==> src/hdl/qrr_sqrt.sv <==
`timescale 1ns / 1ps
// ----------------------------------------------------------------------------
// qrr_sqrt
// Pipelined digit-by-digit integer square root, one root bit per stage.
// ----------------------------------------------------------------------------
module qrr_sqrt #(
    parameter int ROOT_W = 8,
    parameter int META_W = 8
) (
    input  logic                  clk,
    input  logic                  rst_n,
    input  logic                  en,
    input  logic                  in_valid,
    input  logic [2*ROOT_W-1:0]   in_rad,
    input  logic [META_W-1:0]     in_meta,
    output logic                  out_valid,
    output logic [ROOT_W-1:0]     out_root,
    output logic                  out_exact,
    output logic [META_W-1:0]     out_meta
);
    localparam int SW   = ROOT_W;
    localparam int RW   = 2 * SW;
    localparam int REMW = SW + 3;

    logic              s_valid [SW+1];
    logic [RW-1:0]     s_rad   [SW+1];
    logic [SW-1:0]     s_q     [SW+1];
    logic [REMW-1:0]   s_rem   [SW+1];
    logic [META_W-1:0] s_meta  [SW+1];

    assign s_valid[0] = in_valid;
    assign s_rad[0]   = in_rad;
    assign s_q[0]     = '0;
    assign s_rem[0]   = '0;
    assign s_meta[0]  = in_meta;

    for (genvar k = 0; k < SW; k++)
    begin : g_stage
        logic [REMW-1:0] rem_sh;
        logic [REMW-1:0] trial;
        logic            ge;

        assign rem_sh = {s_rem[k][REMW-3:0], s_rad[k][RW-1 -: 2]};
        assign trial  = {1'b0, s_q[k], 2'b01};
        assign ge     = (rem_sh >= trial);

        always_ff @(posedge clk or negedge rst_n)
        begin
            if (!rst_n)
                s_valid[k+1] <= 1'b0;
            else if (en)
                s_valid[k+1] <= s_valid[k];
        end

        always_ff @(posedge clk)
        begin
            if (en)
            begin
                s_rem[k+1]  <= ge ? rem_sh - trial : rem_sh;
                s_q[k+1]    <= {s_q[k][SW-2:0], ge};
                s_rad[k+1]  <= {s_rad[k][RW-3:0], 2'b00};
                s_meta[k+1] <= s_meta[k];
            end
        end
    end

    assign out_valid = s_valid[SW];
    assign out_root  = s_q[SW];
    assign out_exact = (s_rem[SW] == '0);
    assign out_meta  = s_meta[SW];
endmodule

==> config.mk <==
export PLATFORM = sky130hd
export DESIGN_NAME = qrr_sqrt
export DESIGN_NICKNAME = d
export VERILOG_FILES = /design/src/hdl/qrr_sqrt.sv
export SDC_FILE = /design/constraint.sdc
export NUM_CORES = 1
export LEC_CHECK = 0
export BUFFER_PORTS_ARGS = -buffer_cell sky130_fd_sc_hd__buf_2
export CAP_MARGIN = 20
export CELL_PAD_IN_SITES_DETAIL_PLACEMENT = 0
export CELL_PAD_IN_SITES_GLOBAL_PLACEMENT = 1
export CORE_ASPECT_RATIO = 1.1
export CORE_MARGIN = 2
export CORE_UTILIZATION = 50
export CTS_BUF_LIST = sky130_fd_sc_hd__clkbuf_16
export DETAILED_ROUTE_END_ITERATION = 16
export PLACE_DENSITY_LB_ADDON = 0.1
export SLEW_MARGIN = 5
export SYNTH_ARGS = -nofsm -noshare
export SYNTH_HDL_FRONTEND = slang
export SYNTH_SLANG_ARGS = --single-unit
==> constraint.sdc <==
create_clock -name clk -period 4.6 [get_ports clk]
set_clock_uncertainty 0.05 [all_clocks]
set_input_delay 0.46 -clock clk [delete_from_list [all_inputs] [get_ports clk]]
set_output_delay 0.46 -clock clk [all_outputs]
set_load 0.01 [all_outputs]
==> flow_summary_export.csv <==
group,metric,value,unit
status,outcome,"complete, no violations",
timing,finalCriticalPeriod,2.472,ns
yosys,ys_seq_area_share,70.99,%
yosys,synth_top_area_share,68.94,%
grt,use_met2,24.90,%
yosys,yosysWarnings,0,
grt,overflow,0,
yosys,synth_ff_type,"edfxtp_1",
yosys,netlist_area,0.009757,mm2
yosys,avgSynthCellArea,15.54,um2
yosys,synthTopCellsByArea,"edfxtp_1 69%, ha_1 5.5%, mux2_2 3.3%",
setup_path,cp-start-kind,"flip-flop",
yosys,synthArstFlopShare,3.448,%
worst_hold_path,min_path_type,"in -> reg",
timing,worstMarginPinSlew,0.9649,ns
cts,clk_pin_slew,0.06,ns
pwr,ir_worst_vdd,0.0003681,V
timing,setup_viol,0,
pwr,total_power,5.141,mW
pwr,leakage,4.162,nW
detailed_routing,ant_nets,0,
pwr,internal_power,3.978,mW
setup_path,crit_arrival,2.69,ns
yosys,synth_commonest_cells,"224 x edfxtp_1, 53 x inv_1, 43 x ha_1",
detailed_routing,first_iter_violations,287,
cells_and_area,fin_nets,760,
grt,grt_use_met3,3.064,%
die,core_area,0.01910,mm2
cts,clk_latency,0.52,ns
yosys,yosys.area.top_type,"edfxtp_1",
pwr,swShare,22.63,%
yosys,syn_inst,628,
cts,cts.sinks,232,
cts,clockRootBuffer,"clkbuf_16",
detailed_routing,wl_per_cell,15.07,um
yosys,syn_nets,699,
pwr,p_sw,1.164,mW
cts,post_cts_resized,0,
cts,cts_hold_buf,1,
die,dieArea,0.02065,mm2
pwr,p_comb_share,11.4,%
yosys,yosysUniqueCellTypes,60,
die,die_w,137.2,um
setup_path,cp_data_required_time,4.82,ns
detailed_routing,post-route-drc-count,0,
detailed_routing,firstDrtPassIters,4,
setup_path,crit_type,"reg -> reg",
cells_and_area,diodes,0,
setup_path,path_max_fanout,10,
die,initial_core_util,51.09,%
grt,grt_pass1_wl,23.64,mm
timing,rsz0062_at_grt,"false",
cts,numCtsBuffers,24,
cts,cts_tree,"built",
timing,finalCritPeriodShare,53.73,%
die,rows,53,
grt,grt_use_met1,17.48,%
grt,top_usage_layer,"met2",
timing,fin_ws,2.128,ns
run,drv_cap,0,
placement,port_buffers,45,
detailed_routing,num_vias,5013,
grt,grt_start_max_net_pins,136,
cts,cts_max_level,1,
timing,relSlewSlack,35.67,%
timing,finalSetupTns,0,ns
timing,finalMaxSlewViolations,0,
detailed_routing,viasPerCell,5.260,
cells_and_area,area_growth,13.07,%
detailed_routing,drt-total-wl,14.37,mm
grt,first_global_vias,4962,
die,fp.dieH,150.5,um
grt,antenna_found_initial,0,
cells_and_area,drive_gt1_share,18.41,%
placement,place_ws,2.138,ns
yosys,yosysMostFrequentCell,"edfxtp_1",
placement,gp_congestion,0.8207,
pwr,power_frac_seq,52.1,%
pwr,p_per_area,466.0,mW/mm2
cts,post-cts-setup-buffer-count,0,
cts,max-clock-path-buffers,3,
yosys,synth-seq-cells,232,
timing,max_freq,0.4046,GHz
placement,dp_hpwl,9.739,mm
yosys,synth-edff-count,224,
setup_path,endpoint_kind,"flip-flop",
pwr,pwr-share-clk,36.5,%
grt,grt_use_total,14.48,%
die,io_pins,46,
timing,finalHoldViolCount,0,
==> layout make-up <==
type	count	area (um2)
clock inverter	19	182.7
clock buffer	24	600.6
fill	1485	8066
timing repair buffer	49	267.8
multi-input combinational	329	2546
sequential	232	6927
inverter	53	198.9
tap	247	309.0
==> cells in the final DEF (no fill, tap or decap), types with 5 or more instances in the layout <==
cell type  instances
dfrtp_1            8
o31a_1             5
clkbuf_16         24
inv_1             55
nor3b_1            5
mux2_2            29
o21ai_0           34
nor3_1             6
nor2b_1           11
ha_1              43
a21o_1             5
mux2i_1            7
buf_2             44
nand3_1            5
clkinv_2           6
xor2_1            12
o21a_1            10
a21oi_1           19
nor4_1             6
nor2_1            23
nand2_1           23
edfxtp_1         224
xnor2_1           19
==> power by group through the flow <==
stage	logic [mW]	registers [mW]	clock network, mW
finish	0.586	2.68	1.88
global route	0.663	2.70	2.02
CTS	0.590	2.68	1.94
detailed placement	0.585	2.72	0
global placement	0.576	2.71	0
floorplan	0.438	2.68	0
==> worst max-delay path, stage by stage, from the launching register on <==
cell,delay (ns)
edfxtp_1,0.42
ha_1,0.43
o211a_1,0.17
o21ai_0,0.14
a311o_1,0.40
nand3_2,0.23
mux2_2,0.38
==> final timing paths <==
path / startpoint / end / slack [ns] / depth (start not counted)
worst max-delay path: g_stage[7].rem_sh[4] / s_rem[5] / 2.13 / 6
worst min-delay path: in_meta[5] / s_meta[61] / 0.06 / 1
worst max register to register: g_stage[7].rem_sh[4] / s_rem[5] / 2.13 / 6
worst min register to register: s_rad[88] / s_rad[74] / 0.35 / 0
max in group asynchronous: rst_n / s_valid[3] / 4.08 / 2
min in group asynchronous: rst_n / s_valid[5] / 0.26 / 2
==> metal layers <==
metal  up-vias  part of all wire (%)
li1       2486                     -
met1      2361                    41
met2       122                    50
met3        44                   5.5
met4         0                   3.7
met5         -                     0
==> per-stage QoR <==
step / hold slack [ns] / instance area, um2 / std cells / utilization (%)
finish: 0.06349 / 11030 / 953 / 57.76
CTS: 0.03637 / 11030 / 953 / 57.76
floorplan: 0.1144 / 9757 / 628 / -
global route: 0.03716 / 11030 / 953 / 57.76
global placement: 0.2546 / 10240 / 909 / 53.61
detailed placement: 0.2564 / 10240 / 909 / 53.61
==> kinds of logic (layout without fill, tap and decap cells) <==
family          count (synthesis)  after routing  share of synthesized area, %
xor+xnor                       31             31                         2.783
buf+inv                        67            145                         2.911
flops                         232            232                         70.99
simple gates                  110            110                         6.271
mux                            39             39                         4.527
fa+ha+maj                      43             43                         5.514
other cells                     1              1                       0.03843
compound gates                105            105                         6.963
==> state kept, by name, summed over array words and instances, names as in the netlist <==
| name | cells |
|---|---|
| s_rem | 11 |
| g_stage.trial | 28 |
| g_stage.rem_sh | 71 |
| s_rad | 42 |
| s_valid | 7 |
| out_valid | 1 |
| out_meta | 8 |
| out_root | 8 |
| s_meta | 56 |
Power figures use the tool's default switching activity.
