## config.mk

```make
export PLATFORM = sky130hd
export DESIGN_NAME = qrr_queue
export DESIGN_NICKNAME = d
export VERILOG_FILES = /design/src/hdl/qrr_pkg.sv /design/src/hdl/qrr_queue.sv
export SDC_FILE = /design/constraint.sdc
export NUM_CORES = 1
export LEC_CHECK = 0
export ABC_AREA = 1
export BUFFER_PORTS_ARGS = -buffer_cell sky130_fd_sc_hd__buf_2
export CAP_MARGIN = 40
export CORE_ASPECT_RATIO = 0.7
export CORE_MARGIN = 2
export CORE_UTILIZATION = 60
export DETAILED_ROUTE_END_ITERATION = 10
export GPL_TIMING_DRIVEN = 0
export PLACE_DENSITY = 0.82
export SLEW_MARGIN = 5
export SYNTH_ARGS = -nofsm -noshare
export SYNTH_HDL_FRONTEND = slang
export SYNTH_SLANG_ARGS = --single-unit
```

## constraint.sdc

```tcl
create_clock -name clk -period 2.7 [get_ports clk]
set_clock_uncertainty 0.15 [all_clocks]
set_input_delay 0.135 -clock clk [delete_from_list [all_inputs] [get_ports clk]]
set_output_delay 0.135 -clock clk [all_outputs]
set_load 0.01 [all_outputs]
```

## src/hdl/qrr_pkg.sv

```systemverilog
`timescale 1ns / 1ps
// ----------------------------------------------------------------------------
// qrr_pkg
// Shared constants and types for the quadratic real-roots core.
// ----------------------------------------------------------------------------
package qrr_pkg;

    localparam int COEF_WIDTH_DEF = 16;
    localparam int FRAC_BITS_DEF  = 16;
    localparam int DISC_OUT_W     = 34;
    localparam int ROOT_OUT_W     = 40;
    localparam int QUEUE_DEPTH    = 4;

    typedef enum logic [1:0] {
        CNT_NONE = 2'd0,
        CNT_ONE  = 2'd1,
        CNT_TWO  = 2'd2
    } root_count_t;

    typedef struct packed {
        root_count_t count;
        logic        lead;
    } root_flags_t;

    localparam int FLAGS_W = $bits(root_flags_t);

endpackage

```

## src/hdl/qrr_queue.sv

```systemverilog
`timescale 1ns / 1ps
// ----------------------------------------------------------------------------
// qrr_queue
// Short first-in first-out queue between the front and the back.
// ----------------------------------------------------------------------------
module qrr_queue #(
    parameter int WIDTH = 8,
    parameter int DEPTH = qrr_pkg::QUEUE_DEPTH
) (
    input  logic             clk,
    input  logic             rst_n,
    input  logic             push,
    input  logic [WIDTH-1:0] push_data,
    output logic             full,
    input  logic             pop,
    output logic             not_empty,
    output logic [WIDTH-1:0] head
);
    localparam int PW = (DEPTH > 1) ? $clog2(DEPTH) : 1;
    localparam int CNTW = $clog2(DEPTH + 1);

    logic [WIDTH-1:0] mem_reg [DEPTH];
    logic [PW-1:0]    wr_ptr_reg;
    logic [PW-1:0]    rd_ptr_reg;
    logic [CNTW-1:0]  count_reg;
    logic             do_pop;

    assign full      = (count_reg == CNTW'(DEPTH));
    assign not_empty = (count_reg != '0);
    assign head      = mem_reg[rd_ptr_reg];
    assign do_pop    = pop && not_empty;

    always_ff @(posedge clk or negedge rst_n)
    begin
        if (!rst_n)
        begin
            wr_ptr_reg <= '0;
            rd_ptr_reg <= '0;
            count_reg  <= '0;
        end
        else
        begin
            if (push)
                wr_ptr_reg <= (wr_ptr_reg == PW'(DEPTH - 1)) ? '0 : wr_ptr_reg + 1'b1;
            if (do_pop)
                rd_ptr_reg <= (rd_ptr_reg == PW'(DEPTH - 1)) ? '0 : rd_ptr_reg + 1'b1;
            if (push && !do_pop)
                count_reg <= count_reg + 1'b1;
            else if (!push && do_pop)
                count_reg <= count_reg - 1'b1;
        end
    end

    always_ff @(posedge clk)
    begin
        if (push)
            mem_reg[wr_ptr_reg] <= push_data;
    end

    assert property (@(posedge clk) disable iff (!rst_n) push |-> !full)
        else $error("queue written while full");
endmodule

```

==> out/metrics.yaml <==
placement:
  gp_congestion: 0.715
  dp_cells: 205
  dpl-instance-area_um2: 1880
  dpl.hpwl_mm: 2.18
  dp_slack_ps: 746
  io_buffers: 21
route:
  wire_per_inst_um: 15.2
  drc_errors: 0
  wirelength_mm: 3.38
  vias: 1157
  vias_per_cell: 5.19
  ant_nets: 0
  firstDrtPassIters: 4
  drt_iter0_drc: 87
worst_setup_path:
  crit_chain: "nor2_1 > nand2_1 > nand2_1 > ha_1 > inv_1 > fa_1 > nand2_1 > nand3_1 > nand2_1 > nand2_1"
  cp.buffers_inverters: 1
  cp_top_family: "simple AND/OR/NAND/NOR gates"
  crit_arrival_ps: 2090
  critical_path_required_ps: 2730
  startpoint_type: "flip-flop"
  slowest_stage: "dfrtp_1"
  critPathKind: "flip-flop to flip-flop"
  path_common_cell: "nand2_1"
  slowest_delay_ps: 440
  cp_max_fo: 4
  critPathCaptureType: "flip-flop"
synthesis:
  synth_edf_count: 32
  seq_area_frac_synth_pct: 65.6
  synthArstFlopShare_pct: 17.9
  synth_nets: 167
  yosysTopAreaCellShare_pct: 55.5
  synth_flop_cell: "edfxtp_1"
  ys_ff_latch: 39
  synth_area_per_cell_um2: 11.7
  yosys.area.top_type: "edfxtp_1"
  yosysUniqueCellTypes: 15
  synthCells: 148
  yosysWarnings: 0
  synthTopCellsByArea: "edfxtp_1 55%, dfrtp_1 10%, nand2_1 9.3%, o211ai_1 6.5%, inv_1 5.9%"
  syn_area_um2: 1730
grt:
  grt_pass1_wl_mm: 5.34
  antenna_found_initial: 0
  grt_pass1_vias: 1162
  grt_usage_pct: 23.1
  grt_max_degree: 12
  met3_usage_pct: 6.93
  busiest_layer: "met2"
  grt_use_met1_pct: 28.4
  use_met2_pct: 39.3
  overflow: 0
timing:
  worst_slack_ps: 644
  drv_slew: 0
  hold_viol: 0
  setup_viol: 0
  slew_headroom_pct: 73.1
  rsz0062_at_grt: "no"
  fin_crit_ps: 2060
  setup_tns_ps: 0
  fmax_ghz: 0.486
  worstMarginPinSlew_ps: 403
  timing.final.crit_share_pct: 76.2
cells_and_area:
  multi_input_area_um2: 438
  fin_cells: 223
  nFillCells: 181
  final_nets: 205
  fin_area_um2: 2060
  largest_reg_flops: 32
  final_layout_size_suffix_gt1_share_pct: 17.6
  area_growth_pct: 19.1
  ff_latch_area_um2: 1140
  diodes: 0
die:
  die_w_um: 68.2
  start_util_pct: 62.7
  core_area_um2: 2760
  die_y_um: 48.9
  fp-row-count: 16
  io_pins: 22
  die-area_um2: 3340
cts:
  clk_path_buf_depth: 2
  clk_pin_slew_worst_paths_ps: 70
  hold_buffers: 10
  cts_resized: 0
  insertion_delay_ps: 290
  cts_sinks: 39
  numCtsBuffers: 5
  cts_tree: "done"
  htreeDepth: 2
  root_buffer: "clkbuf_8"
  cts_setup_buffers: 0
pwr:
  total_power_w: 0.00205
  ir_drop_uv: 656
  leakagePower_nw: 0.928
  power_density_nw_per_um2: 992
job:
  drv_cap: 0
run_status:
  outcome: "completed"
min_path:
  hold_path.class: "input port to flip-flop"
-- cells in the mapped netlist, types with 2 or more instances --
library cell,n
inv_1,27
dfrtp_1,7
buf_6,5
o21ai_0,2
nand3_1,3
nand2_1,43
edfxtp_1,32
o211ai_1,15
ha_1,6
nor2_1,3
-- cell type report --
| type | instances | area share (%) |
|---|---|---|
| Multi-Input combinational cell | 77 | 21.2 |
| Clock buffer | 7 | 3.70 |
| Tap cell | 36 | 2.18 |
| Clock inverter | 1 | 0.243 |
| Timing Repair Buffer | 31 | 9.95 |
| Inverter | 27 | 4.91 |
| Sequential cell | 39 | 55.1 |
| Buffer | 5 | 2.73 |
-- kinds of logic (layout without fill, tap and decap cells) --
family	count (synthesis)	in the layout	synth area share [%]
simple gates	51	51	11.5
flops	39	39	65.6
buf+inv	32	71	9.10
compound gates	18	18	7.80
fa+ha+maj	7	7	5.49
xor+xnor	1	1	0.506
-- path summary, 6_finish.rpt --
kind,cells past startpoint,startpoint,slack [ps],end
setup / recovery,10,count_reg[1]$_DFFE_PN0P_,640,count_reg[2]$_DFFE_PN0P_
hold / removal,2,push,9,wr_ptr_reg[0]$_DFFE_PN0P_
setup reg to reg,10,count_reg[1]$_DFFE_PN0P_,640,count_reg[2]$_DFFE_PN0P_
hold reg to reg,2,count_reg[2]$_DFFE_PN0P_,360,count_reg[2]$_DFFE_PN0P_
max in group asynchronous,2,rst_n,2190,wr_ptr_reg[1]$_DFFE_PN0P_
min in group asynchronous,2,rst_n,50,count_reg[0]$_DFFE_PN0P_
-- where the power goes --
part	switching, W	internal [W]	total [W]
combinational	0.000486	0.000325	0.000811
sequential	0.0000700	0.000792	0.000862
clock	0.000194	0.000181	0.000375
-- metrics by stage --
stage	hold slack (ps)	util, %
2_1_floorplan	-311	-
3_3_place_gp	-178	68.1
6_report	9.43	74.7
3_5_place_dp	-174	68.1
4_1_cts	6.89	74.7
5_1_grt	44.9	74.7
-- layout by cell type, fill, tap and decap left out, types with 2 or more instances in the layout --
| cell | Yosys | layout |
|---|---|---|
| nand2_1 | 43 | 43 |
| o211ai_1 | 15 | 15 |
| dlygate4sd3_1 | 0 | 10 |
| buf_2 | 0 | 21 |
| dfrtp_1 | 7 | 7 |
| clkbuf_8 | 0 | 5 |
| buf_6 | 5 | 5 |
| clkbuf_1 | 0 | 2 |
| edfxtp_1 | 32 | 32 |
| inv_1 | 27 | 27 |
| ha_1 | 6 | 6 |
| nand3_1 | 3 | 3 |
| o21ai_0 | 2 | 2 |
| nor2_1 | 3 | 3 |
-- routing by layer --
layer  part of all wire, %  wire length [um]  vias to the layer above
met5                     0                 0                        -
met4                  0.68                23                        0
met3                   6.0               204                        6
met2                    52              1760                       39
met1                    41              1390                      546
li1                      -                 -                      566
-- worst register-to-register path: stages, from the launching register on --
cell	delay, ps
dfrtp_1	440
nor2_1	160
nand2_1	120
nand2_1	130
ha_1	180
inv_1	70
fa_1	380
nand2_1	110
nand3_1	90
nand2_1	70
nand2_1	50
Note: power is estimated with default switching activity, not from simulation.
