<file path="src/hdl/qrr_pkg.sv">
`timescale 1ns / 1ps
// ----------------------------------------------------------------------------
// qrr_pkg
// Shared constants and types for the quadratic real-roots core.
// ----------------------------------------------------------------------------
package qrr_pkg;

    localparam int COEF_WIDTH_DEF = 16;
    localparam int FRAC_BITS_DEF  = 16;
    localparam int DISC_OUT_W     = 34;
    localparam int ROOT_OUT_W     = 40;
    localparam int QUEUE_DEPTH    = 4;

    typedef enum logic [1:0] {
        CNT_NONE = 2'd0,
        CNT_ONE  = 2'd1,
        CNT_TWO  = 2'd2
    } root_count_t;

    typedef struct packed {
        root_count_t count;
        logic        lead;
    } root_flags_t;

    localparam int FLAGS_W = $bits(root_flags_t);

endpackage

</file>
<file path="src/hdl/qrr_coef_if.sv">
`timescale 1ns / 1ps
// ----------------------------------------------------------------------------
// qrr_coef_if
// Coefficient channel: valid/ready with one coefficient triple.
// ----------------------------------------------------------------------------
interface qrr_coef_if #(
    parameter int COEF_WIDTH = qrr_pkg::COEF_WIDTH_DEF
);
    logic                         valid;
    logic                         ready;
    logic signed [COEF_WIDTH-1:0] coef_square;
    logic signed [COEF_WIDTH-1:0] coef_linear;
    logic signed [COEF_WIDTH-1:0] coef_const;

    modport source (output valid, coef_square, coef_linear, coef_const, input ready);
    modport sink   (input valid, coef_square, coef_linear, coef_const, output ready);
endinterface

</file>
<file path="src/hdl/qrr_front.sv">
`timescale 1ns / 1ps
// ----------------------------------------------------------------------------
// qrr_front
// Accepts coefficient triples, forms the exact discriminant and classifies it.
// ----------------------------------------------------------------------------
module qrr_front #(
    parameter int COEF_WIDTH = qrr_pkg::COEF_WIDTH_DEF
) (
    input  logic                         clk,
    input  logic                         rst_n,
    qrr_coef_if.sink                     coef,
    input  logic                         queue_full,
    output logic                         push,
    output logic signed [COEF_WIDTH-1:0] push_a,
    output logic signed [COEF_WIDTH-1:0] push_b,
    output logic signed [2*COEF_WIDTH+1:0] push_disc,
    output qrr_pkg::root_flags_t         push_flags
);
    localparam int CW = COEF_WIDTH;
    localparam int DW = 2 * CW + 2;
    localparam int MW = 2 * CW;

    logic                   en;
    logic                   s1_valid_reg;
    logic                   s2_valid_reg;
    logic signed [2*CW-1:0] bb_reg;
    logic signed [2*CW-1:0] ac_reg;
    logic signed [CW-1:0]   a1_reg;
    logic signed [CW-1:0]   b1_reg;
    logic signed [DW-1:0]   disc_next;
    logic signed [DW-1:0]   disc_reg;
    logic signed [CW-1:0]   a2_reg;
    logic signed [CW-1:0]   b2_reg;
    qrr_pkg::root_flags_t   flags_next;
    qrr_pkg::root_flags_t   flags_reg;

    assign en         = !(s2_valid_reg && queue_full);
    assign coef.ready = en;

    assign disc_next = $signed({{2{bb_reg[2*CW-1]}}, bb_reg}) - $signed({ac_reg, 2'b00});

    always_comb
    begin
        if (disc_next < 0)
            flags_next.count = qrr_pkg::CNT_NONE;
        else if (disc_next == 0)
            flags_next.count = qrr_pkg::CNT_ONE;
        else
            flags_next.count = qrr_pkg::CNT_TWO;
        flags_next.lead = (a1_reg == 0);
    end

    always_ff @(posedge clk or negedge rst_n)
    begin
        if (!rst_n)
        begin
            s1_valid_reg <= 1'b0;
            s2_valid_reg <= 1'b0;
        end
        else if (en)
        begin
            s1_valid_reg <= coef.valid;
            s2_valid_reg <= s1_valid_reg;
        end
    end

    always_ff @(posedge clk)
    begin
        if (en)
        begin
            bb_reg    <= MW'(coef.coef_linear) * MW'(coef.coef_linear);
            ac_reg    <= MW'(coef.coef_square) * MW'(coef.coef_const);
            a1_reg    <= coef.coef_square;
            b1_reg    <= coef.coef_linear;
            disc_reg  <= disc_next;
            flags_reg <= flags_next;
            a2_reg    <= a1_reg;
            b2_reg    <= b1_reg;
        end
    end

    assign push       = s2_valid_reg && !queue_full;
    assign push_a     = a2_reg;
    assign push_b     = b2_reg;
    assign push_disc  = disc_reg;
    assign push_flags = flags_reg;
endmodule

</file>
<file path="src/flat_wrapper.sv">
// flat-port wrapper written by rule: the top's interface ports become plain ports
module qrr_front_flat 
#(
    parameter int COEF_WIDTH = qrr_pkg::COEF_WIDTH_DEF
)
  (clk, rst_n, queue_full, push, push_a, push_b, push_disc, push_flags, coef_valid, coef_coef_square, coef_coef_linear, coef_coef_const, coef_ready);
  qrr_coef_if #(.COEF_WIDTH(COEF_WIDTH)) coef_i ();
  input  logic clk;
  input  logic rst_n;
  input  logic queue_full;
  output logic push;
  output logic signed [COEF_WIDTH-1:0] push_a;
  output logic signed [COEF_WIDTH-1:0] push_b;
  output logic signed [2*COEF_WIDTH+1:0] push_disc;
  output qrr_pkg::root_flags_t push_flags;
  input wire logic [$bits(coef_i.valid)-1:0] coef_valid;
  input wire logic [$bits(coef_i.coef_square)-1:0] coef_coef_square;
  input wire logic [$bits(coef_i.coef_linear)-1:0] coef_coef_linear;
  input wire logic [$bits(coef_i.coef_const)-1:0] coef_coef_const;
  output wire logic [$bits(coef_i.ready)-1:0] coef_ready;
  assign coef_i.valid = coef_valid;
  assign coef_i.coef_square = coef_coef_square;
  assign coef_i.coef_linear = coef_coef_linear;
  assign coef_i.coef_const = coef_coef_const;
  assign coef_ready = coef_i.ready;
  qrr_front #(.COEF_WIDTH(COEF_WIDTH)) u_core (.clk(clk), .rst_n(rst_n), .coef(coef_i), .queue_full(queue_full), .push(push), .push_a(push_a), .push_b(push_b), .push_disc(push_disc), .push_flags(push_flags));
endmodule
</file>
<file path="config.mk">
export PLATFORM = sky130hd
export DESIGN_NAME = qrr_front_flat
export DESIGN_NICKNAME = d
export VERILOG_FILES = /design/src/hdl/qrr_pkg.sv /design/src/hdl/qrr_coef_if.sv /design/src/hdl/qrr_front.sv /design/src/flat_wrapper.sv
export SDC_FILE = /design/constraint.sdc
export NUM_CORES = 2
export LEC_CHECK = 0
export BUFFER_PORTS_ARGS = -buffer_cell sky130_fd_sc_hd__buf_2
export CORE_MARGIN = 3
export CORE_UTILIZATION = 40
export DETAILED_ROUTE_END_ITERATION = 8
export MAX_ROUTING_LAYER = met4
export SLEW_MARGIN = 10
export SYNTH_ARGS = -nofsm -noshare
export SYNTH_HDL_FRONTEND = slang
export SYNTH_SLANG_ARGS = --single-unit
</file>
<file path="constraint.sdc">
create_clock -name clk -period 6.6 [get_ports clk]
set_input_delay 0.99 -clock clk [delete_from_list [all_inputs] [get_ports clk]]
set_output_delay 0.99 -clock clk [all_outputs]
set_load 0.01 [all_outputs]
</file>
==> flow_summary_export.csv <==
group,metric,value,unit
yosys,synth.distinct_cells,69,
timing,max_slew_margin,23.1,%
timing,setup_violations,0,
drt,wirelength,58.3,mm
timing,rsz0062_at_grt,"yes",
timing,final.period_utilization,98.8,%
drt,via_count,18000,
yosys,yosys-top-cells-area,"fa_1 39%, edfxtp_1 19%, ha_1 9.9%",
setup_path,timing.critical_path.from,"coef_coef_square[7]",
setup_path,cp.arrival,6.81,ns
timing,fin_ws,0.0773,ns
timing,holdWs,0.313,ns
setup_path,cpPeakStageDelay,0.57,ns
place,portBuffers,121,
setup_path,reg2reg_depth,12,
clock_network,cts_sinks,163,
grt,gr-total-overflow,0,
setup_path,reg2reg_setup_slack,2.18,ns
yosys,yosysMostFrequentCell,"inv_1",
yosys,syn_area,25500,µm²
floorplanning,core.rowCount,91,
clock_network,cts_tree,"built",
setup_path,critPathMaxFanout,6,
grt,grt_pass1_vias,20000,
setup_path,critPathSlowestCell,"fa_1",
cells_and_area,area_delta_synth_final,16.4,%
yosys,synth_ff_type,"edfxtp_1",
setup_path,r2r_end,"u_core.push_flags[2]$_SDFFCE_PP0N_",
setup_path,timing.critical_path.mode_cell,"fa_1",
clock_network,worstSkewPairLatency,0.45,ns
drt,drt_iter0_markers,992,
clock_network,cts_max_path_buffers,2,
outcome,status,"complete, no violations",
setup_path,required,6.89,ns
floorplanning,die-height,259,µm
cells_and_area,fin_nets,3600,
timing,fin_worst_skew,0.0138,ns
run,cap_violations,0,
setup_path,worst_r2r_startpoint,"u_core.ac_reg[1]$_DFFE_PN_",
timing,final-hold-violation-count,0,
floorplanning,start_util,40.9,%
setup_path,path_class,"input port to register",
yosys,synth_top_area_share,39.0,%
cells_and_area,multi_input_area,18100,µm²
drt,drt_pass1_iterations,6,
timing,clock.fmax,153,MHz
yosys,async_flop_share,1.23,%
clock_network,cts_max_level,4,
cells_and_area,stdcell_count,3701,
clock_network,root_buffer,"clkbuf_16",
timing,final.min_clock_period,6.52,ns
yosys,synth_edf_count,161,
drt,drc_errors,0,
yosys,ys_ff_latch,163,
cells_and_area,regArea,4880,µm²
setup_path,crit_path_start_kind,"input port",
yosys,ys_seq_area_share,19.1,%
grt,track_usage,19.1,%
place,placedCellCount,3665,
place,pre_cts_ws,-0.493,ns
cells_and_area,nFillCells,5938,
cells_and_area,drive_gt1_share,16.2,%
hold_path,hold_path.class,"input port to async pin",
setup_path,crit_chain,"buf_8 -> and2_4 -> fa_1 -> inv_1 -> fa_1 -> fa_1 -> fa_1 -> inv_1 -> fa_1 -> fa_1 -> ha_4 -> a21o_1 -> a21o_1 -> a221oi_2 -> o21ai_2 -> o31a_1 -> o21ba_4 -> o311a_1 -> o21a_1 -> o2111a_1 -> a211oi_2",
clock_network,path_clk_slew,0.07,ns
floorplanning,die_x,259,µm
drt,avgViaCountPerCell,4.87,
yosys,synth_cells,2518,
drt,drtAntennaViolNets,0,
place,dp_hpwl,50.3,mm
floorplanning,io_pins,123,
yosys,yosysTopAreaCell,"fa_1",
yosys,synth_common_cells,"651 x inv_1, 497 x fa_1, 225 x nand2_1",
drt,wire_per_inst,15.7,µm
timing,drv_slew,0,
yosys,yosysWarnings,0,
grt,grt_pass1_wl,99.2,mm
grt,grt_max_degree,70,
floorplanning,core_region_area,62400,µm²
yosys,syn_nets,3268,
place,gp_congestion,0.899,
timing,worst_slew_pin_slew,1.12,ns
setup_path,cp-end-kind,"register",
clock_network,numCtsBuffers,17,
floorplanning,die_area,66800,µm²
grt,antenna_found_initial,3,
yosys,avgSynthCellArea,10.1,µm²
[cells by family (layout without fill, tap and decap cells)]
logic type / Yosys count / in the layout / share of synthesized area [%]
AOI/OAI and AO/OA: 255 / 255 / 6.57
xor gates and xnor gates: 102 / 102 / 3.50
muxes: 4 / 4 / 0.162
adders and majority gates: 698 / 698 / 48.9
DFF: 163 / 163 / 19.1
other: 1 / 2 / 0.0147
buffers and inverters: 717 / 1062 / 10.6
and+or+nand+nor: 578 / 578 / 11.2
[how the worst max path moves through the flow]
stage                                   to  slack (ns)
2_1_floorplan  u_core.ac_reg[31]$_DFFE_PN_        -0.1
3_3_place_gp   u_core.ac_reg[31]$_DFFE_PN_       -0.43
3_5_place_dp   u_core.ac_reg[31]$_DFFE_PN_       -0.49
4_1_cts        u_core.ac_reg[31]$_DFFE_PN_       0.009
5_1_grt        u_core.ac_reg[31]$_DFFE_PN_       -0.11
6_report       u_core.ac_reg[31]$_DFFE_PN_        0.08
[cells in the final DEF, fill, tap and decap left out, drive strengths merged, types with 3 or more instances in the layout]
master	synthesis	routed
xnor2	80	80
nor3	14	14
o31ai	7	7
or3	6	6
a311oi	4	4
o211ai	6	6
nor4b	3	3
a31oi	4	4
and3	8	8
or2	6	6
nor4	7	7
ha	201	201
mux2i	3	3
a31o	7	7
nor2	89	89
o21a	22	22
or4	5	5
a211oi	9	9
o21ai	45	45
edfxtp	161	161
nand2	225	225
nor2b	14	14
nand3	8	8
inv	651	658
xor2	22	22
o2111a	4	4
o21bai	13	13
nand4	7	7
and2	164	164
clkinv	1	5
a21oi	77	77
o31a	4	4
clkbuf	62	23
a41oi	3	3
fa	497	497
nand2b	14	14
a21o	29	29
buf	3	374
[per-stage QoR]
step / util [%] / TNS, ns / area [µm²]
4_1_cts: 47.3 / 0 / 29500
3_3_place_gp: 46.3 / -3.22 / 28900
2_1_floorplan: - / -0.146 / 25600
5_1_grt: 47.6 / -0.214 / 29700
3_5_place_dp: 46.3 / -4.37 / 28900
6_report: 47.6 / 0 / 29700
[critical path, delay by kind of cell]
family	cells	cell delay, ns
AO/OA/AOI/OAI	10	2.23
AND/OR/NAND/NOR	1	0.15
adder cells (fa/ha/maj)	7	3.21
buffers and inverters	3	0.21
[area by class of cell]
class | instances | area share [%]
Antenna cell | 1 | 0.00843
Clock buffer | 19 | 1.46
Clock inverter | 13 | 0.481
Inverter | 652 | 8.26
Multi-Input combinational cell | 1638 | 61.0
Sequential cell | 163 | 16.5
Tap cell | 837 | 3.53
Timing Repair Buffer | 378 | 8.84
[layer usage]
| metal | vias up | GRT usage, % | wire [µm] |
|---|---|---|---|
| li1 | 8375 | - | - |
| met1 | 9202 | 24.7 | 25000 |
| met2 | 376 | 31.7 | 28800 |
| met3 | 84 | 3.12 | 3230 |
| met4 | 0 | 4.82 | 1220 |
| met5 | - | - | 0 |
[repair_timing]
| action | 4_1_cts | 5_1_grt |
|---|---|---|
| setup endpoints to repair | 2 | 12 |
| gates resized for setup | 1 | 61 |
| setup buffers | 0 | 3 |
| endpoints found under the hold margin | 0 | 0 |
| hold buffers | 0 | 0 |
| pin swaps | 1 | 27 |
Power is not shown: default switching activity piles up to over one toggle a cycle in this logic, so the estimate is an artifact.
