$ cat src/hdl/qrr_div.sv
`timescale 1ns / 1ps
// ----------------------------------------------------------------------------
// qrr_div
// Pipelined restoring divider, two numerators over one divisor, one
// quotient bit per stage.
// ----------------------------------------------------------------------------
module qrr_div #(
    parameter int NUM_W  = 8,
    parameter int DEN_W  = 8,
    parameter int META_W = 8
) (
    input  logic              clk,
    input  logic              rst_n,
    input  logic              en,
    input  logic              in_valid,
    input  logic [NUM_W-1:0]  in_num_p,
    input  logic [NUM_W-1:0]  in_num_m,
    input  logic [DEN_W-1:0]  in_den,
    input  logic [META_W-1:0] in_meta,
    output logic              out_valid,
    output logic [NUM_W-1:0]  out_quo_p,
    output logic [NUM_W-1:0]  out_quo_m,
    output logic [META_W-1:0] out_meta
);
    localparam int REMW = DEN_W + 1;

    logic              s_valid [NUM_W+1];
    logic [NUM_W-1:0]  s_num_p [NUM_W+1];
    logic [NUM_W-1:0]  s_num_m [NUM_W+1];
    logic [NUM_W-1:0]  s_quo_p [NUM_W+1];
    logic [NUM_W-1:0]  s_quo_m [NUM_W+1];
    logic [REMW-1:0]   s_rem_p [NUM_W+1];
    logic [REMW-1:0]   s_rem_m [NUM_W+1];
    logic [DEN_W-1:0]  s_den   [NUM_W+1];
    logic [META_W-1:0] s_meta  [NUM_W+1];

    assign s_valid[0] = in_valid;
    assign s_num_p[0] = in_num_p;
    assign s_num_m[0] = in_num_m;
    assign s_quo_p[0] = '0;
    assign s_quo_m[0] = '0;
    assign s_rem_p[0] = '0;
    assign s_rem_m[0] = '0;
    assign s_den[0]   = in_den;
    assign s_meta[0]  = in_meta;

    for (genvar k = 0; k < NUM_W; k++)
    begin : g_stage
        logic [REMW-1:0] sh_p;
        logic [REMW-1:0] sh_m;
        logic [REMW-1:0] den_ext;
        logic            ge_p;
        logic            ge_m;

        assign den_ext = {1'b0, s_den[k]};
        assign sh_p    = {s_rem_p[k][REMW-2:0], s_num_p[k][NUM_W-1]};
        assign sh_m    = {s_rem_m[k][REMW-2:0], s_num_m[k][NUM_W-1]};
        assign ge_p    = (sh_p >= den_ext);
        assign ge_m    = (sh_m >= den_ext);

        always_ff @(posedge clk or negedge rst_n)
        begin
            if (!rst_n)
                s_valid[k+1] <= 1'b0;
            else if (en)
                s_valid[k+1] <= s_valid[k];
        end

        always_ff @(posedge clk)
        begin
            if (en)
            begin
                s_rem_p[k+1] <= ge_p ? sh_p - den_ext : sh_p;
                s_rem_m[k+1] <= ge_m ? sh_m - den_ext : sh_m;
                s_quo_p[k+1] <= {s_quo_p[k][NUM_W-2:0], ge_p};
                s_quo_m[k+1] <= {s_quo_m[k][NUM_W-2:0], ge_m};
                s_num_p[k+1] <= {s_num_p[k][NUM_W-2:0], 1'b0};
                s_num_m[k+1] <= {s_num_m[k][NUM_W-2:0], 1'b0};
                s_den[k+1]   <= s_den[k];
                s_meta[k+1]  <= s_meta[k];
            end
        end
    end

    assign out_valid = s_valid[NUM_W];
    assign out_quo_p = s_quo_p[NUM_W];
    assign out_quo_m = s_quo_m[NUM_W];
    assign out_meta  = s_meta[NUM_W];
endmodule

$ cat config.mk
export PLATFORM = sky130hd
export DESIGN_NAME = qrr_div
export DESIGN_NICKNAME = d
export VERILOG_FILES = /design/src/hdl/qrr_div.sv
export SDC_FILE = /design/constraint.sdc
export NUM_CORES = 1
export LEC_CHECK = 0
export BUFFER_PORTS_ARGS = -buffer_cell sky130_fd_sc_hd__buf_4
export CAP_MARGIN = 30
export CORE_MARGIN = 2
export CORE_UTILIZATION = 55
export DETAILED_ROUTE_END_ITERATION = 8
export PLACE_DENSITY_LB_ADDON = 0.15
export SYNTH_ARGS = -nofsm -noshare
export SYNTH_HDL_FRONTEND = slang
export SYNTH_SLANG_ARGS = --single-unit
export TNS_END_PERCENT = 10
$ cat constraint.sdc
create_clock -name clk -period 3.5 [get_ports clk]
set_input_delay 0.7 -clock clk [delete_from_list [all_inputs] [get_ports clk]]
set_output_delay 0.7 -clock clk [all_outputs]
set_load 0.01 [all_outputs]
==> results by group, run 1 <==
Run status
  – Status: complete, no violations

Global routing
  – Initial antenna violation count: 0
  – Largest net degree at the start of global routing: 74
  – Number of global-route vias before repair: 9677
  – Total grt overflow: 0
  – First-pass GRT wire length: 47500 um
  – Tot GR Track Use: 0.182

Synthesis
  – Syn_nets: 1409
  – Synthesized cell area: 17300 um^2
  – Largest area contributor in the netlist: edfxtp_1
  – Top cells by area, synth: edfxtp_1 63%, ha_1 8.4%, o21ai_0 2.5%, inv_1 2.1%, nand2_1 1.9%
  – Cells after Synth: 1245
  – Synth warn: 0
  – Post-synth EDFFs: 360
  – Syn Area/Cell: 13.9 um^2
  – Register area share after synthesis: 0.637
  – Top-area cell type share of the netlist area: 0.625
  – Main synth FF type: edfxtp_1
  – Number of synthesized register bits: 368
  – Synth unique cells: 56
  – Async set-reset flop share out of synthesis: 0.0217

Clocking
  – CTS Buffer Depth: 3
  – Clock Latency Late Sink: 0.52 ns
  – Clk root buf: clkbuf_16
  – Num CTS Buffers: 39
  – CTS tree: yes
  – Clk slew on worst S/H paths: 0.06 ns
  – Clock sinks: 368
  – # hold bufs at CTS: 1
  – H-tree depth: 2
  – Setup Fix Bufs, Post-CTS: 0
  – Resize count post-CTS: 0

Power and ir drop
  – Max VDD drop: 0.000497 V
  – Combinational share of power: 0.244
  – Power Total: 13.6 mW
  – Switching power: 3.76 mW
  – Seq pwr share: 0.445
  – Pint: 9.83 mW
  – Switching portion of total power: 0.277
  – Clock power share: 0.311
  – Power per cell area: 700 nW/um^2
  – Leakage Power: 7.50 nW

Timing
  – Worst-Margin Slew: 0.722 ns
  – Final period util: 0.732
  – Slew Viols, Final: 0
  – Final setup fails: 0
  – Hold Slack: 0.352 ns
  – Clock skew: 0.0218 ns
  – RSZ-0062 raised after global routing: no
  – Final Hold Fails: 0
  – Setup_tns: 0 ns
  – Tmin final: 2.56 ns
  – Highest Clock Rate: 390 MHz
  – Relative slew slack: 0.514

Hold path
  – Hold Path Class: in2reg

Place
  – Port Buf Inserts: 60
  – GPL Wtd Cong: 0.919
  – Placed Instances: 1671
  – Dpl hpwl: 21500 um

Floorplan
  – Initial Utilization: 0.562
  – IO Count: 61
  – Site Rows: 64
  – Die height: 181 um
  – CORE AREA: 30700 um^2
  – Chip width: 181 um
  – Full die area: 32900 um^2

Final layout
  – Final Non-Filler Cells: 1744
  – Share of layout cells above drive strength 1: 0.136
  – Area Growth Syn to Fin: 12.3%
  – Diodes inserted: 0
  – Layout Nets: 1481

Setup path
  – CP Class: reg2reg
  – Reg2Reg Launch Point: g_stage[4].den_ext[1]$_DFFE_PP_
  – CP endpoint: g_stage[5].sh_m[4]$_DFFE_PP_
  – Critical Path Fanout Max: 8
  – Worst Setup End Kind: register
  – Crit path DAT: 2.84 ns
  – Reg2Reg Setup Slack: 0.94 ns
  – Reg-to-reg endpoint: g_stage[5].sh_m[4]$_DFFE_PP_
  – Crit path required time: 3.77 ns
  – R2r worst-path depth: 7
  – Critical path launch point type: register
  – Worst Setup SP: g_stage[4].den_ext[1]$_DFFE_PP_

Detailed routing
  – Final ANT Viol Nets: 0
  – Via Count: 9549
  – Per-cell routed wire length: 16.9 um
  – Number of detailed-route iterations in the first pass: 5
  – Iter 0 DRT Violations: 564
  – DRC Markers: 0
  – Drt total wl: 29400 um
  – DR vias/cell: 5.48

Run
  – Total of max-cap violations: 0
## worst min-delay path by stage
| stage | to | startpoint | depth (start not counted) | slack, ns |
|---|---|---|---|---|
| after global placement | s_meta[35]$_DFFE_PP_ | s_meta[43]$_DFFE_PP_ | 0 | 0.40 |
| after detailed placement | g_stage[6].sh_p[0]$_DFFE_PP_ | s_num_p[30]$_DFFE_PP_ | 0 | 0.40 |
| after CTS | s_num_m[58]$_DFFE_PP_ | in_num_m[1] | 1 | 0.33 |
| after global routing | s_meta[57]$_DFFE_PP_ | in_meta[1] | 1 | 0.33 |
| after floorplan | out_valid$_DFFE_PN0P_ | rst_n | 0 | 0.40 |
| final | s_meta[57]$_DFFE_PP_ | in_meta[1] | 1 | 0.35 |
## cells by family (layout without fill, tap and decap cells)
kind of cell	count (synthesis)	count (layout)	synth area share
flops	368	368	0.637
compound gates	302	302	0.119
simple gates	247	247	0.0731
buf+inv	139	242	0.0381
fa+ha+maj	128	128	0.0979
xor+xnor	39	39	0.0198
mux	22	22	0.0151
## power by group through the flow
stage	Combinational (mW)	Clock (mW)	Sequential, mW
after floorplan	2.61	0	6.02
final	3.32	4.22	6.05
after global routing	3.73	4.51	6.12
after detailed placement	3.30	0	6.14
after global placement	3.24	0	6.13
after CTS	3.33	4.33	6.06
## cell usage after synthesis, drive strengths merged (9+ instances only)
cell type    n
a31o        11
xnor2       15
buf         35
o31ai       20
edfxtp     360
ha         116
a21oi       64
nand2b      26
and2        18
a211oi      15
o21a        23
nand3b      10
nor2        41
and4        10
inv        102
nor3        13
a21o        20
nor2b       13
mux2        18
nand2       90
xor2        24
o21ai      104
a31oi        9
fa          12
## state kept, by name (all words and copies together) (netlist names)
name             count
s_meta              56
out_meta             8
s_num_p             21
out_quo_m            8
s_quo_p             28
s_valid              7
g_stage.den_ext     56
out_valid            1
s_num_m             21
out_quo_p            8
g_stage.sh_m        63
s_quo_m             28
g_stage.sh_p        63
## cells in the final DEF (no fill, tap or decap), drive strengths merged, types with 13 or more instances in the layout
cell type	count
edfxtp	360
ha	116
o21ai	104
inv	103
nand2	90
buf	67
a21oi	64
clkbuf	48
nor2	41
nand2b	26
xor2	24
o21a	23
o31ai	20
a21o	20
and2	18
mux2	18
a211oi	15
xnor2	15
clkinv	15
nor2b	13
nor3	13
## final cells by class
| cell class | count | area [um^2] |
|---|---|---|
| fill | 2369 | 11300 |
| sequential | 368 | 11000 |
| multi-input combinational | 738 | 5620 |
| clock buffer | 48 | 1030 |
| timing repair buffer | 68 | 571 |
| tap | 396 | 495 |
| inverter | 102 | 383 |
| clock inverter | 24 | 305 |
## per-stage QoR
step / util / setup WS (ns) / cell area (um^2)
floorplan: - / 1.37 / 17300
global placement: 0.587 / 0.998 / 18100
detailed placement: 0.587 / 0.912 / 18100
CTS: 0.631 / 0.918 / 19400
global route: 0.631 / 0.793 / 19400
finish: 0.631 / 0.936 / 19400
## worst max-delay path, cell delays in order (launching register included)
cell       delay [ns]
edfxtp_1         0.47
inv_1            0.14
ha_1             0.24
nor2b_1          0.15
o2111ai_1        0.34
a31o_1           0.20
and3_1           0.44
mux2_4           0.34
## metal layers
layer / share of wire / wire [um] / track usage
met2: 0.55 / 16200 / 0.354
met4: 0.041 / 1210 / 0.0800
met3: 0.029 / 850 / 0.0292
met1: 0.38 / 11200 / 0.191
met5: 0 / 0 / 0
Power figures use the tool's default switching activity.
==> inputs of run 2 (changes only) <==
Clock period 3.5 ns to 2.33 ns, I/O delays scaled along.
==> results by group, run 2 (synthesis results as in run 1) <==
Setup path
  – Reg2Reg Launch Point: g_stage[3].sh_p[6]$_DFFE_PP_
  – Critical Path Fanout Max: 14
  – Crit path top cell by count: o21ai_1
  – CP Class: reg2reg
  – Critical path launch point type: register
  – Worst Setup SP: g_stage[3].sh_p[6]$_DFFE_PP_
  – Slowest cell on crit path: edfxtp_1
  – Crit path required time: 2.59 ns
  – Buf+Inv Stages, Crit Path: 1
  – Worst Setup End Kind: register
  – Crit path DAT: 2.51 ns
  – Crit path cell chain: ha_1 > a21oi_1 > o21ai_1 > a221oi_4 > buf_4 > o21ai_1
  – Critical Path Max Stage Delay: 0.45 ns
  – Crit-path leading delay family: compound AO/OA/AOI/OAI gates

Global routing
  – Largest net degree at the start of global routing: 65
  – First-pass GRT wire length: 49500 um
  – Initial antenna violation count: 0
  – Number of global-route vias before repair: 10.2k
  – Total grt overflow: 0
  – Tot GR Track Use: 0.190

Power and ir drop
  – Max VDD drop: 0.000569 V
  – Leakage Power: 7.72 nW
  – Power Total: 20.9 mW
  – Power per cell area: 1060 nW/um^2

Floorplan
  – CORE AREA: 30700 um^2
  – Chip width: 181 um
  – Full die area: 32900 um^2
  – Die height: 181 um
  – Initial Utilization: 0.562
  – Site Rows: 64
  – IO Count: 61

Clocking
  – Clock sinks: 368
  – H-tree depth: 2
  – Clk slew on worst S/H paths: 0.06 ns
  – CTS tree: yes
  – Clock Latency Late Sink: 0.53 ns
  – Clk root buf: clkbuf_16
  – Num CTS Buffers: 40
  – CTS Buffer Depth: 3

Run status
  – Status: complete, no violations

Final layout
  – Layout Nets: 1524
  – Area Growth Syn to Fin: 14.4%
  – Diodes inserted: 0
  – Most common cell after layout, fill and taps aside: edfxtp_1
  – Register area: 11000 um^2
  – Final Non-Filler Cells: 1785
  – Post-Layout Inst Area: 19800 um^2
  – Footprint of the multi-input gates: 5630 um^2
  – Commonest non-fill, non-tap cells in the layout: 360 x edfxtp_1, 116 x ha_1, 100 x buf_4, 97 x inv_1, 89 x nand2_1
  – Share of layout cells above drive strength 1: 0.164
  – Filler cell count: 2300

Timing
  – Clock skew: 0.0109 ns
  – Worst-Margin Slew: 0.515 ns
  – Post-route setup slack: 0.0756 ns
  – Highest Clock Rate: 444 MHz
  – Tmin final: 2.25 ns
  – Slew Viols, Final: 0
  – RSZ-0062 raised after global routing: yes
  – Final Hold Fails: 0
  – Final setup fails: 0
  – Relative slew slack: 0.653
  – Final period util: 0.968
  – Hold Slack: 0.116 ns

Hold path
  – Hold Crit Start: in_num_m[1]
  – Hold Path Class: in2reg

Detailed routing
  – Via Count: 9762
  – Drt total wl: 30400 um
  – Final ANT Viol Nets: 0
  – DRC Markers: 0
  – Number of detailed-route iterations in the first pass: 5
  – Iter 0 DRT Violations: 616
  – Per-cell routed wire length: 17.0 um
  – DR vias/cell: 5.47

Place
  – Dpl ws: 0.0128 ns
  – Port Buf Inserts: 60
  – Placed Instances: 1707
  – Dpl cell area: 18400 um^2
  – Dpl hpwl: 22300 um
  – GPL Wtd Cong: 0.947

Run
  – Total of max-cap violations: 0
==> run 2: worst reg2reg max path, cell delays in order (launching register included) <==
cell	delay (ns)
edfxtp_1	0.45
ha_1	0.41
a21oi_1	0.22
o21ai_1	0.16
a221oi_4	0.37
buf_4	0.25
o21ai_1	0.13
==> run 2: cell type report <==
cell class | count | area share
Clock inverter | 20 | 0.0143
Timing Repair Buffer | 110 | 0.0464
Multi-Input combinational cell | 738 | 0.285
Sequential cell | 368 | 0.557
Tap cell | 396 | 0.0250
Clock buffer | 51 | 0.0538
Inverter | 102 | 0.0194
==> run 2: per-layer routing <==
metal	up-vias	global-route usage	part of all wire
met5	-	0	0
met4	0	0.0810	0.038
met3	78	0.0290	0.033
met2	186	0.381	0.56
met1	4633	0.193	0.37
li1	4865	-	-
==> run 2: final timing paths <==
check                                                to  slack, ns  depth (start not counted)
setup reg to reg           g_stage[4].sh_p[6]$_DFFE_PP_       0.08                          6
setup / recovery           g_stage[4].sh_p[6]$_DFFE_PP_       0.08                          6
hold / removal                    s_num_m[58]$_DFFE_PP_       0.12                          1
max in group asynchronous        s_valid[3]$_DFFE_PN0P_       1.91                          2
hold reg to reg                    s_meta[14]$_DFFE_PP_       0.41                          0
min in group asynchronous         out_valid$_DFFE_PN0P_       0.29                          2
==> run 2: through the flow <==
stage                      TNS, ns  utilization
after floorplan                  0            -
after global placement           0        0.597
after detailed placement         0        0.597
after CTS                        0        0.642
after global routing      -0.00186        0.643
final                            0        0.643
==> run 2: repair_timing <==
| action | 4_1_cts | 5_1_grt |
|---|---|---|
| hold endpoints to repair | 8 | 0 |
| setup endpoints to repair | 4 | 32 |
| gates cloned | 0 | 0 |
| hold buffers | 1 | 0 |
| pin swaps | 0 | 4 |
| resized for setup | 0 | 7 |
| buffers inserted | 3 | 3 |
==> run 2: report_power, final <==
part | internal (mW) | total (mW) | switching, mW
Combinational | 2.48 | 5.35 | 2.88
Sequential | 8.64 | 9.12 | 0.471
Clock | 4.00 | 6.42 | 2.42
